===== config.mk =====
export PLATFORM = sky130hd
export DESIGN_NAME = flat_json_string_object_parser
export DESIGN_NICKNAME = d
export VERILOG_FILES = /design/src/sv/fjsp_pkg.sv /design/src/sv/fjsp_step.sv /design/src/sv/flat_json_string_object_parser.sv
export SDC_FILE = /design/constraint.sdc
export NUM_CORES = 1
export LEC_CHECK = 0
export BUFFER_PORTS_ARGS = -buffer_cell sky130_fd_sc_hd__buf_4
export CORE_ASPECT_RATIO = 0.5
export CORE_MARGIN = 1.5
export CORE_UTILIZATION = 55
export DETAILED_ROUTE_END_ITERATION = 6
export GPL_ROUTABILITY_DRIVEN = 1
export HOLD_SLACK_MARGIN = 0.05
export PLACE_DENSITY = 0.73
export RECOVER_POWER = 50
export SLEW_MARGIN = 20
export SYNTH_ARGS = -nofsm -noshare
export SYNTH_HDL_FRONTEND = slang
export SYNTH_SLANG_ARGS = --single-unit

===== constraint.sdc =====
create_clock -name clock -period 5.2 [get_ports clock]
set_input_delay 0.78 -clock clock [delete_from_list [all_inputs] [get_ports clock]]
set_output_delay 0.78 -clock clock [all_outputs]
set_load 0.01 [all_outputs]

===== src/sv/fjsp_pkg.sv =====
package fjsp_pkg;

   // Characters that steer the parser
   localparam logic [7:0] CH_LBRACE    = 8'h7B;
   localparam logic [7:0] CH_RBRACE    = 8'h7D;
   localparam logic [7:0] CH_COLON     = 8'h3A;
   localparam logic [7:0] CH_COMMA     = 8'h2C;
   localparam logic [7:0] CH_QUOTE     = 8'h22;
   localparam logic [7:0] CH_BACKSLASH = 8'h5C;
   localparam logic [7:0] CH_LOWER_U   = 8'h75;
   localparam logic [7:0] CH_LOWER_N   = 8'h6E;
   localparam logic [7:0] CH_LOWER_R   = 8'h72;
   localparam logic [7:0] CH_LOWER_T   = 8'h74;
   localparam logic [7:0] CH_LOWER_B   = 8'h62;
   localparam logic [7:0] CH_LOWER_F   = 8'h66;

   // Decoded control bytes
   localparam logic [7:0] CH_LF  = 8'h0A;
   localparam logic [7:0] CH_CR  = 8'h0D;
   localparam logic [7:0] CH_TAB = 8'h09;
   localparam logic [7:0] CH_BS  = 8'h08;
   localparam logic [7:0] CH_FF  = 8'h0C;

   // Bytes skipped after a unicode escape
   localparam logic [2:0] HEX_SKIP_LEN = 3'd4;

   // Result queue geometry: one byte can cause up to three results
   localparam int RSP_DEPTH   = 4;
   localparam int RSP_PTR_W   = 2;
   localparam int RSP_CNT_W   = 3;
   localparam int MAX_RESULTS = 3;

   // Result kinds
   localparam logic [1:0] KIND_DATA    = 2'd0;
   localparam logic [1:0] KIND_STR_END = 2'd1;
   localparam logic [1:0] KIND_END     = 2'd2;

   // Stream end status
   localparam logic [1:0] STAT_BRACE     = 2'd0;
   localparam logic [1:0] STAT_MALFORMED = 2'd1;
   localparam logic [1:0] STAT_EARLY     = 2'd2;

   typedef enum logic [3:0] {
      M_PRE      = 4'd0,
      M_KEYWAIT  = 4'd1,
      M_KEY_STR  = 4'd2,
      M_KEY_ESC  = 4'd3,
      M_KEY_HEX  = 4'd4,
      M_AFTERKEY = 4'd5,
      M_VAL_STR  = 4'd6,
      M_VAL_ESC  = 4'd7,
      M_VAL_HEX  = 4'd8,
      M_AFTERVAL = 4'd9,
      M_DONE     = 4'd10
   } mode_type;

   typedef struct packed {
      logic [7:0] in_byte;
      logic       stream_last;
   } req_type;

   typedef struct packed {
      logic [1:0] kind;
      logic [7:0] data_byte;
      logic       in_value;
      logic [1:0] end_status;
      logic       run_last;
   } rsp_type;

   // Outcome of one parse step
   typedef struct packed {
      mode_type                       mode;
      logic [2:0]                     hex_left;
      logic [1:0]                     count;
      rsp_type [MAX_RESULTS-1:0]      res;
   } step_type;

   function automatic logic is_ws(input logic [7:0] b);
      return b inside {8'h20, [8'h09:8'h0D]};
   endfunction

   function automatic rsp_type mk_rsp(input logic [1:0] kind, input logic [7:0] data,
                                      input logic inval, input logic [1:0] status);
      rsp_type r;
      r.kind       = kind;
      r.data_byte  = data;
      r.in_value   = inval;
      r.end_status = status;
      r.run_last   = 1'b0;
      return r;
   endfunction

endpackage


===== src/sv/fjsp_step.sv =====
module fjsp_step
   import fjsp_pkg::*;
(
   input  mode_type   mode,
   input  logic [2:0] hex_left,
   input  req_type    req,
   output step_type   step
);

   logic [7:0] b;
   logic       last;
   mode_type   mode_a;
   logic [2:0] hex_a;
   logic [2:0] hex_dec;
   logic       a_vld;
   rsp_type    a_rsp;
   logic       inval;
   logic [7:0] esc_data;
   logic [1:0] n;

   assign b    = req.in_byte;
   assign last = req.stream_last;

   // Decode one byte against the current mode
   always_comb begin
      mode_a   = mode;
      hex_a    = hex_left;
      hex_dec  = hex_left - 3'd1;
      a_vld    = 1'b0;
      a_rsp    = '0;
      inval    = (mode == M_VAL_STR) || (mode == M_VAL_ESC) || (mode == M_VAL_HEX);
      esc_data = b;
      case (mode)
         M_PRE: begin
            if (b == CH_LBRACE) begin
               mode_a = M_KEYWAIT;
            end else if (!is_ws(b)) begin
               a_vld  = 1'b1;
               a_rsp  = mk_rsp(KIND_END, 8'h00, 1'b0, STAT_MALFORMED);
               mode_a = M_DONE;
            end
         end
         M_KEYWAIT, M_AFTERVAL: begin
            if (!((mode == M_AFTERVAL && b == CH_COMMA) || is_ws(b))) begin
               if (b == CH_RBRACE) begin
                  a_vld  = 1'b1;
                  a_rsp  = mk_rsp(KIND_END, 8'h00, 1'b0, STAT_BRACE);
                  mode_a = M_DONE;
               end else if (b == CH_QUOTE) begin
                  mode_a = M_KEY_STR;
               end else begin
                  a_vld  = 1'b1;
                  a_rsp  = mk_rsp(KIND_END, 8'h00, 1'b0, STAT_MALFORMED);
                  mode_a = M_DONE;
               end
            end
         end
         M_KEY_STR, M_VAL_STR: begin
            if (b == CH_QUOTE) begin
               a_vld  = 1'b1;
               a_rsp  = mk_rsp(KIND_STR_END, 8'h00, inval, 2'd0);
               mode_a = inval ? M_AFTERVAL : M_AFTERKEY;
            end else if (b == CH_BACKSLASH && !last) begin
               mode_a = inval ? M_VAL_ESC : M_KEY_ESC;
            end else begin
               a_vld = 1'b1;
               a_rsp = mk_rsp(KIND_DATA, b, inval, 2'd0);
            end
         end
         M_KEY_ESC, M_VAL_ESC: begin
            mode_a = inval ? M_VAL_STR : M_KEY_STR;
            a_vld  = 1'b1;
            case (b)
               CH_LOWER_N: esc_data = CH_LF;
               CH_LOWER_R: esc_data = CH_CR;
               CH_LOWER_T: esc_data = CH_TAB;
               CH_LOWER_B: esc_data = CH_BS;
               CH_LOWER_F: esc_data = CH_FF;
               CH_LOWER_U: begin
                  a_vld  = 1'b0;
                  hex_a  = HEX_SKIP_LEN;
                  mode_a = inval ? M_VAL_HEX : M_KEY_HEX;
               end
               default: esc_data = b;
            endcase
            a_rsp = mk_rsp(KIND_DATA, esc_data, inval, 2'd0);
         end
         M_KEY_HEX, M_VAL_HEX: begin
            hex_a = hex_dec;
            if (hex_dec == 3'd0) begin
               mode_a = inval ? M_VAL_STR : M_KEY_STR;
            end
         end
         M_AFTERKEY: begin
            if (!(b == CH_COLON || is_ws(b))) begin
               if (b == CH_QUOTE) begin
                  mode_a = M_VAL_STR;
               end else begin
                  a_vld  = 1'b1;
                  a_rsp  = mk_rsp(KIND_END, 8'h00, 1'b0, STAT_MALFORMED);
                  mode_a = M_DONE;
               end
            end
         end
         default: begin
            mode_a = mode;
         end
      endcase
   end

   // Pack results in order and close the stream on its final byte
   always_comb begin
      step          = '0;
      step.mode     = mode_a;
      step.hex_left = hex_a;
      n             = 2'd0;
      if (a_vld) begin
         step.res[n] = a_rsp;
         n           = n + 2'd1;
      end
      if (last) begin
         if (mode_a inside {M_KEY_STR, M_KEY_ESC, M_KEY_HEX}) begin
            step.res[n] = mk_rsp(KIND_STR_END, 8'h00, 1'b0, 2'd0);
            n           = n + 2'd1;
         end else if (mode_a inside {M_VAL_STR, M_VAL_ESC, M_VAL_HEX}) begin
            step.res[n] = mk_rsp(KIND_STR_END, 8'h00, 1'b1, 2'd0);
            n           = n + 2'd1;
         end
         if (mode_a < M_DONE) begin
            step.res[n] = mk_rsp(KIND_END, 8'h00, 1'b0, STAT_EARLY);
            n           = n + 2'd1;
         end
         step.mode     = M_PRE;
         step.hex_left = 3'd0;
      end
      if (n != 2'd0) begin
         step.res[n - 2'd1].run_last = 1'b1;
      end
      step.count = n;
   end

endmodule


===== src/sv/flat_json_string_object_parser.sv =====
// Streaming parser for one flat JSON object of string keys and string values.
// One byte is taken per cycle; the parse mode is updated in the same cycle and
// the byte's zero to three results go into a four-entry result queue, from
// which one result leaves per cycle while the output does not stall, the cycle
// after its byte was taken at the earliest. A byte is taken only while at most
// one result waits in the queue, so three slots are always free for it. With
// the output never stalled, bytes that cause at most one result each flow at
// one per cycle, and a byte with more results holds the input while the extra
// results leave. Every stream ends with exactly one end result, and the parser
// is back in its reset state after the byte marked last.
module flat_json_string_object_parser
   import fjsp_pkg::*;
(
   input  logic    clock,
   input  logic    reset,
   input  logic    req_valid,
   output logic    req_stall,
   input  req_type req_data,
   output logic    rsp_valid,
   input  logic    rsp_stall,
   output rsp_type rsp_data
);

   mode_type               mode_ff,   mode_in;
   logic [2:0]             hex_ff,    hex_in;
   logic [RSP_PTR_W-1:0]   wr_ptr_ff, wr_ptr_in;
   logic [RSP_PTR_W-1:0]   rd_ptr_ff, rd_ptr_in;
   logic [RSP_CNT_W-1:0]   count_ff,  count_in;
   rsp_type                queue_ff [RSP_DEPTH];

   step_type               step;
   logic                   push;
   logic                   pop;
   logic [RSP_CNT_W-1:0]   push_n;

   fjsp_step u_step (
      .mode     (mode_ff),
      .hex_left (hex_ff),
      .req      (req_data),
      .step     (step)
   );

   // Take a byte only when three queue slots are free
   assign req_stall = (count_ff > RSP_CNT_W'(RSP_DEPTH - MAX_RESULTS));
   assign push      = req_valid && !req_stall;
   assign rsp_valid = (count_ff != '0);
   assign rsp_data  = queue_ff[rd_ptr_ff];
   assign pop       = rsp_valid && !rsp_stall;
   assign push_n    = push ? RSP_CNT_W'(step.count) : '0;

   // Advance parse state and queue pointers
   always_comb begin
      mode_in   = push ? step.mode : mode_ff;
      hex_in    = push ? step.hex_left : hex_ff;
      wr_ptr_in = wr_ptr_ff + RSP_PTR_W'(push_n);
      rd_ptr_in = rd_ptr_ff + RSP_PTR_W'(pop);
      count_in  = count_ff + push_n - RSP_CNT_W'(pop);
   end

   always_ff @(posedge clock) begin
      if (reset) begin
         mode_ff   <= M_PRE;
         hex_ff    <= 3'd0;
         wr_ptr_ff <= '0;
         rd_ptr_ff <= '0;
         count_ff  <= '0;
      end else begin
         mode_ff   <= mode_in;
         hex_ff    <= hex_in;
         wr_ptr_ff <= wr_ptr_in;
         rd_ptr_ff <= rd_ptr_in;
         count_ff  <= count_in;
      end
   end

   // Write this beat's results into consecutive slots
   always_ff @(posedge clock) begin
      for (int i = 0; i < MAX_RESULTS; i++) begin
         if (push && (i < int'(step.count))) begin
            queue_ff[RSP_PTR_W'(wr_ptr_ff + RSP_PTR_W'(i))] <= step.res[i];
         end
      end
   end

endmodule


== Yosys cells after proc, flatten, opt, wreduce, memory -nomap -nowiden ==
Memories as Yosys holds them, arrays and structs flattened. A register that Yosys moved wholly into a read port is not among the register bits.
Cells that the tools add are included.

* Bitwise operators: 9
* Equal/unequal tests: 29
* Mux-type cells: 67
* Add/sub/neg operators: 10
* Reduce and logical (&&, ||, !) cells: 31
* $lt $le $gt $ge: 13

{| class="wikitable"
|+ Operator list
! operator !! number
|-
| 2-to-1 mux 42 bit || 6
|-
| 2-to-1 mux 14 bit || 10
|-
| demux 14 bit (select 2 bit) || 3
|-
| equality test 8 x 7 -> 1 bit, second input constant || 9
|-
| inverter 36 bit || 2
|-
| one-hot mux 14 bit (5 select lines) || 1
|-
| 2-to-1 mux 4 bit || 13
|-
| bitwise mux 42 bit || 1
|-
| one-hot mux 8 bit (5 select lines) || 1
|-
| bitwise AND 13 x 39 -> 39 bit || 1
|-
| inverter 39 bit || 1
|-
| bitwise AND 12 x 36 -> 36 bit || 1
|-
| bitwise AND 36 bit || 1
|-
| equality test 8 x 6 -> 1 bit, second input constant || 4
|-
| equality test 4 x 3 -> 1 bit, second input constant || 7
|-
| one-hot mux 4 bit (6 select lines) || 1
|-
| 2-to-1 mux 1 bit || 17
|-
| equality test 4 x 2 -> 1 bit, second input constant || 4
|-
| 2-to-1 mux 2 bit || 7
|-
| equality test 4 bit, second input constant || 3
|-
| 2-to-1 mux 12 bit || 1
|-
| nonzero test 3 bit || 4
|-
| logical AND 1 bit || 11
|-
| 2-to-1 mux 3 bit || 3
|-
| other kinds (34) || 47
|}

* Memories: 1
* Input bits: 13
* Flip-flop bits (word level): 14
* Output and inout bits: 16
* Word-level logic and storage cells: 165
* Memory bits (writable): 56

{| class="wikitable"
|+ Memory list
! memory !! words !! bits a word !! read ports !! clocked after memory_dff !! write ports !! RTL line !! text
|-
| queue_ff || 4 || 14 || 1 || 1 || 3 || flat_json_string_object_parser.sv:29 || <nowiki>rsp_type queue_ff [RSP_DEPTH];</nowiki>
|}

== Longest topological paths before layout ==
* Word-level depth: 22
* Depth in mapped cells: 24
* Gate-level depth less buffers: 23

== Modules after synthesis ==
A second synthesis with hierarchy kept.

* Cells, all modules: 692
* Area, all modules: 5962.0 um^2

{| class="wikitable"
|+ By module, submodules not included
! module !! cells an instance !! area each (um^2) !! instances
|-
| flat_json_string_object_parser || 453 || 4326.6 || 1
|-
| fjsp_step || 239 || 1635.3 || 1
|}

== Least setup slack after synthesis ==
No wires, ideal clock.

* Path kind: input-to-reg
* Start: input port req_data[8] (netlist name)
* End: memory queue_ff[1][0] (netlist name), enable pin
* Data arrival time: 5.205 ns
* Cell stages on the path: 20
* Setup slack: -0.410 ns
* Data required time: 4.796 ns
* Buffers on the path: 1
* Cells stage by stage: buf_2 > and4bb_1 > and4_1 > ha_1 > a21o_1 > a21boi_0 > o2111a_1 > nand2_1 > a32oi_1 > inv_1 > ha_1 > inv_1 > a31oi_1 > o211a_1 > ha_1 > nor2b_1 > mux2i_1 > nor2_4 > inv_4 > o21ai_0

{| class="wikitable"
|+ RTL lines
! item !! RTL line !! text
|-
| from (decl) || flat_json_string_object_parser.sv:18 || <nowiki>input req_type req_data,</nowiki>
|-
| to (decl) || flat_json_string_object_parser.sv:29 ||
|}

==> metrics.yaml <==
clocking:
  post-cts-setup-buffers: 0
  clock_path_buffers: 2
  root_buffer: "clkbuf_16"
  cts_num_sinks: 70
  cts.clk_slew.worst_paths_ns: 0.05
  clk_latency_ns: 0.34
  cts_resized: 0
  ctsHoldBuffers: 0
  cts_made_buffers: 9
  htree_levels: 3
  cts_tree: "done"
sta:
  setup_viol: 0
  drv_slew: 0
  fin_setup_tns_ns: 0
  fin_crit_ns: 4.87
  rsz0062_at_grt: "no"
  max_freq_mhz: 205
  worst_slew_pin_slew_ns: 1.04
  period_share_pct: 93.6
  fin_hold_ws_ns: 0.489
  finClkSkew_ns: 0.00537
  maxSlewHeadroom_pct: 30.7
  final_hold_viol_count: 0
setup_path:
  arrival_ns: 4.94
  crit_fanout: 12
  worst_setup_path_end_kind: "flip-flop"
  cp-start-kind: "input pin"
  cp.required_ns: 5.27
  path_class: "input pin to flip-flop"
finish:
  nFillCells: 696
  area_delta_synth_final_pct: 16.9
  drive_gt1_share_pct: 20.5
  layoutNonFillerInstCount: 653
  n_antenna_cell: 0
  nets: 558
power:
  p_per_area_nw_per_um2: 460
  peakVddDrop_v: 0.000298
  leakage_nw: 2.11
routing:
  first_pass_iters: 5
  ant_nets: 0
  drc: 0
  vias_per_cell: 6.32
  drt-initial-drc-count: 385
  finalWirelength_mm: 12.4
  drt-wirelength-per-cell_um: 19.0
  vias: 4125
yosys:
  synth_cells: 483
  synthesis.nets: 509
  synth_seq_area_share_pct: 39.9
  synth_top_cell_by_area: "edfxtp_1"
  ys_ff_latch: 70
  ys.flop_type: "edfxtp_1"
  synthTopCellsByArea: "edfxtp_1, mux4_2, dfxtp_1"
  yosysUniqueCellTypes: 85
  async_flop_share_pct: 0
  synthTopCellsByCount: "edfxtp_1, nor2_1, nand2_1, nor2b_1, nand3_1"
  ys.warnings.count: 0
  post_synth_instance_area_sq_um: 4920
  yosys.area.top_type_share_pct: 34.2
  avgSynthCellArea_sq_um: 10.2
  synth_most_common_cell: "edfxtp_1"
  synth_edf_count: 56
outcome:
  status: "complete, no violations"
global_routing:
  grt_usage_pct: 27.8
  grt_max_degree: 23
  grt_pass1_vias: 3845
  grt_first_pass_wirelength_mm: 20.1
  grt-ovfl-total: 0
  antenna_found_initial: 0
floorplanning:
  dieArea_sq_um: 9560
  die_y_um: 69.9
  initial_core_util_pct: 56.5
  ios: 29
  coreArea_sq_um: 8710
  die_w_um: 137
  core.rowCount: 24
place:
  place_congestion: 1.01
  port_buffers: 28
  dpl.cell_count: 638
  hpwl_mm: 8.88
hold_path:
  hold_class: "flip-flop to flip-flop"
flow_run:
  max_cap_violations: 0
sequential cells by signal, summed over array words and instances, names as in the netlist:
name and count:
wr_ptr_ff 2, hex_ff 3, count_ff 3, queue_ff 56, mode_ff 4, rd_ptr_ff 2
through the flow:
step / total power, mW / util (%) / worst slack [ns] / area (sq um)
after floorplan: 1.63 / - / 0.0784 / 4930
after global placement: 2.04 / 63.4 / 0.272 / 5520
after detailed placement: 2.07 / 63.4 / 0.118 / 5520
after CTS: 2.72 / 67.0 / 0.437 / 5830
after global routing: 2.81 / 66.0 / 0.0627 / 5750
final: 2.64 / 66.0 / 0.334 / 5750
power by group:
group          total (mW)  switching [mW]  internal, mW  leakage, nW
combinational        1.15           0.641         0.506         1.30
sequential          0.851          0.0876         0.763        0.649
clock               0.646           0.229         0.416        0.155
total                2.64           0.958          1.69         2.11
kinds of logic (layout without fill, tap and decap cells):
group,Yosys count,in the layout,synth area share [%]
compound gates,101,101,16.5
simple gates,219,219,25.7
mux,25,25,8.70
flops,70,70,39.9
xor+xnor,10,10,1.78
fa+ha+maj,13,13,3.46
buf+inv,45,98,3.97
placed cells by master (no fill, tap or decap), drive strengths merged, types with 5 or more instances in the layout:
cell type	n
a22oi	5
nor4	7
nand2	34
edfxtp	56
a211oi	5
o211ai	7
clkbuf	31
ha	12
nand3	23
nand2b	6
nor2	54
nand4	5
o31ai	6
mux2i	9
buf	43
a21oi	15
inv	18
xnor2	8
nor2b	33
o221ai	5
o21ai	15
dfxtp	14
and2	9
nor3	18
mux4	14
critical path, stage by stage:
cell	delay (ns)
buf_4	0.16
and4bb_1	0.23
and4_1	0.22
ha_1	0.19
a21o_1	0.16
a21boi_0	0.19
o2111a_1	0.33
nand2_1	0.11
a32oi_1	0.27
inv_1	0.07
ha_1	0.19
inv_1	0.08
o21ai_0	0.13
o211a_1	0.18
ha_1	0.29
nor2b_1	0.15
mux2i_1	0.15
nor2_4	0.16
inv_4	0.04
clkbuf_4	0.13
clkbuf_1	0.19
nor4_4	0.22
buf_4	0.23
nor3_1	0.07
path summary, 6_finish.rpt:
kind,from,end,slack (ns),cells after the start
worst min-delay path,hex_ff[1]$_SDFFE_PP0P_,hex_ff[1]$_SDFFE_PP0P_,0.49,2
worst max register to register,mode_ff[1]$_SDFFE_PP0P_,queue_ff[3][4]$_SDFFCE_PP0P_,0.51,20
worst min register to register,hex_ff[1]$_SDFFE_PP0P_,hex_ff[1]$_SDFFE_PP0P_,0.49,2
worst max-delay path,req_data[5],queue_ff[3][4]$_SDFFCE_PP0P_,0.33,24
layout make-up:
cell class | instances | area [sq um] | area share (%)
Timing Repair Buffer | 65 | 488 | 8.49
Clock inverter | 6 | 87.6 | 1.52
Sequential cell | 70 | 1960 | 34.1
Multi-Input combinational cell | 368 | 2770 | 48.2
Clock buffer | 9 | 225 | 3.92
Inverter | 18 | 70.1 | 1.22
Tap cell | 117 | 146 | 2.55
per-layer routing:
| metal | vias to the layer above | GRT usage, % | share of wire, % |
|---|---|---|---|
| met1 | 1997 | 39.4 | 46 |
| met2 | 172 | 43.3 | 45 |
| met3 | 14 | 6.46 | 8.4 |
| met4 | 0 | 7.02 | 1.3 |
| li1 | 1942 | - | - |
| met5 | - | 0 | 0 |
(Power assumes the default switching activity.)
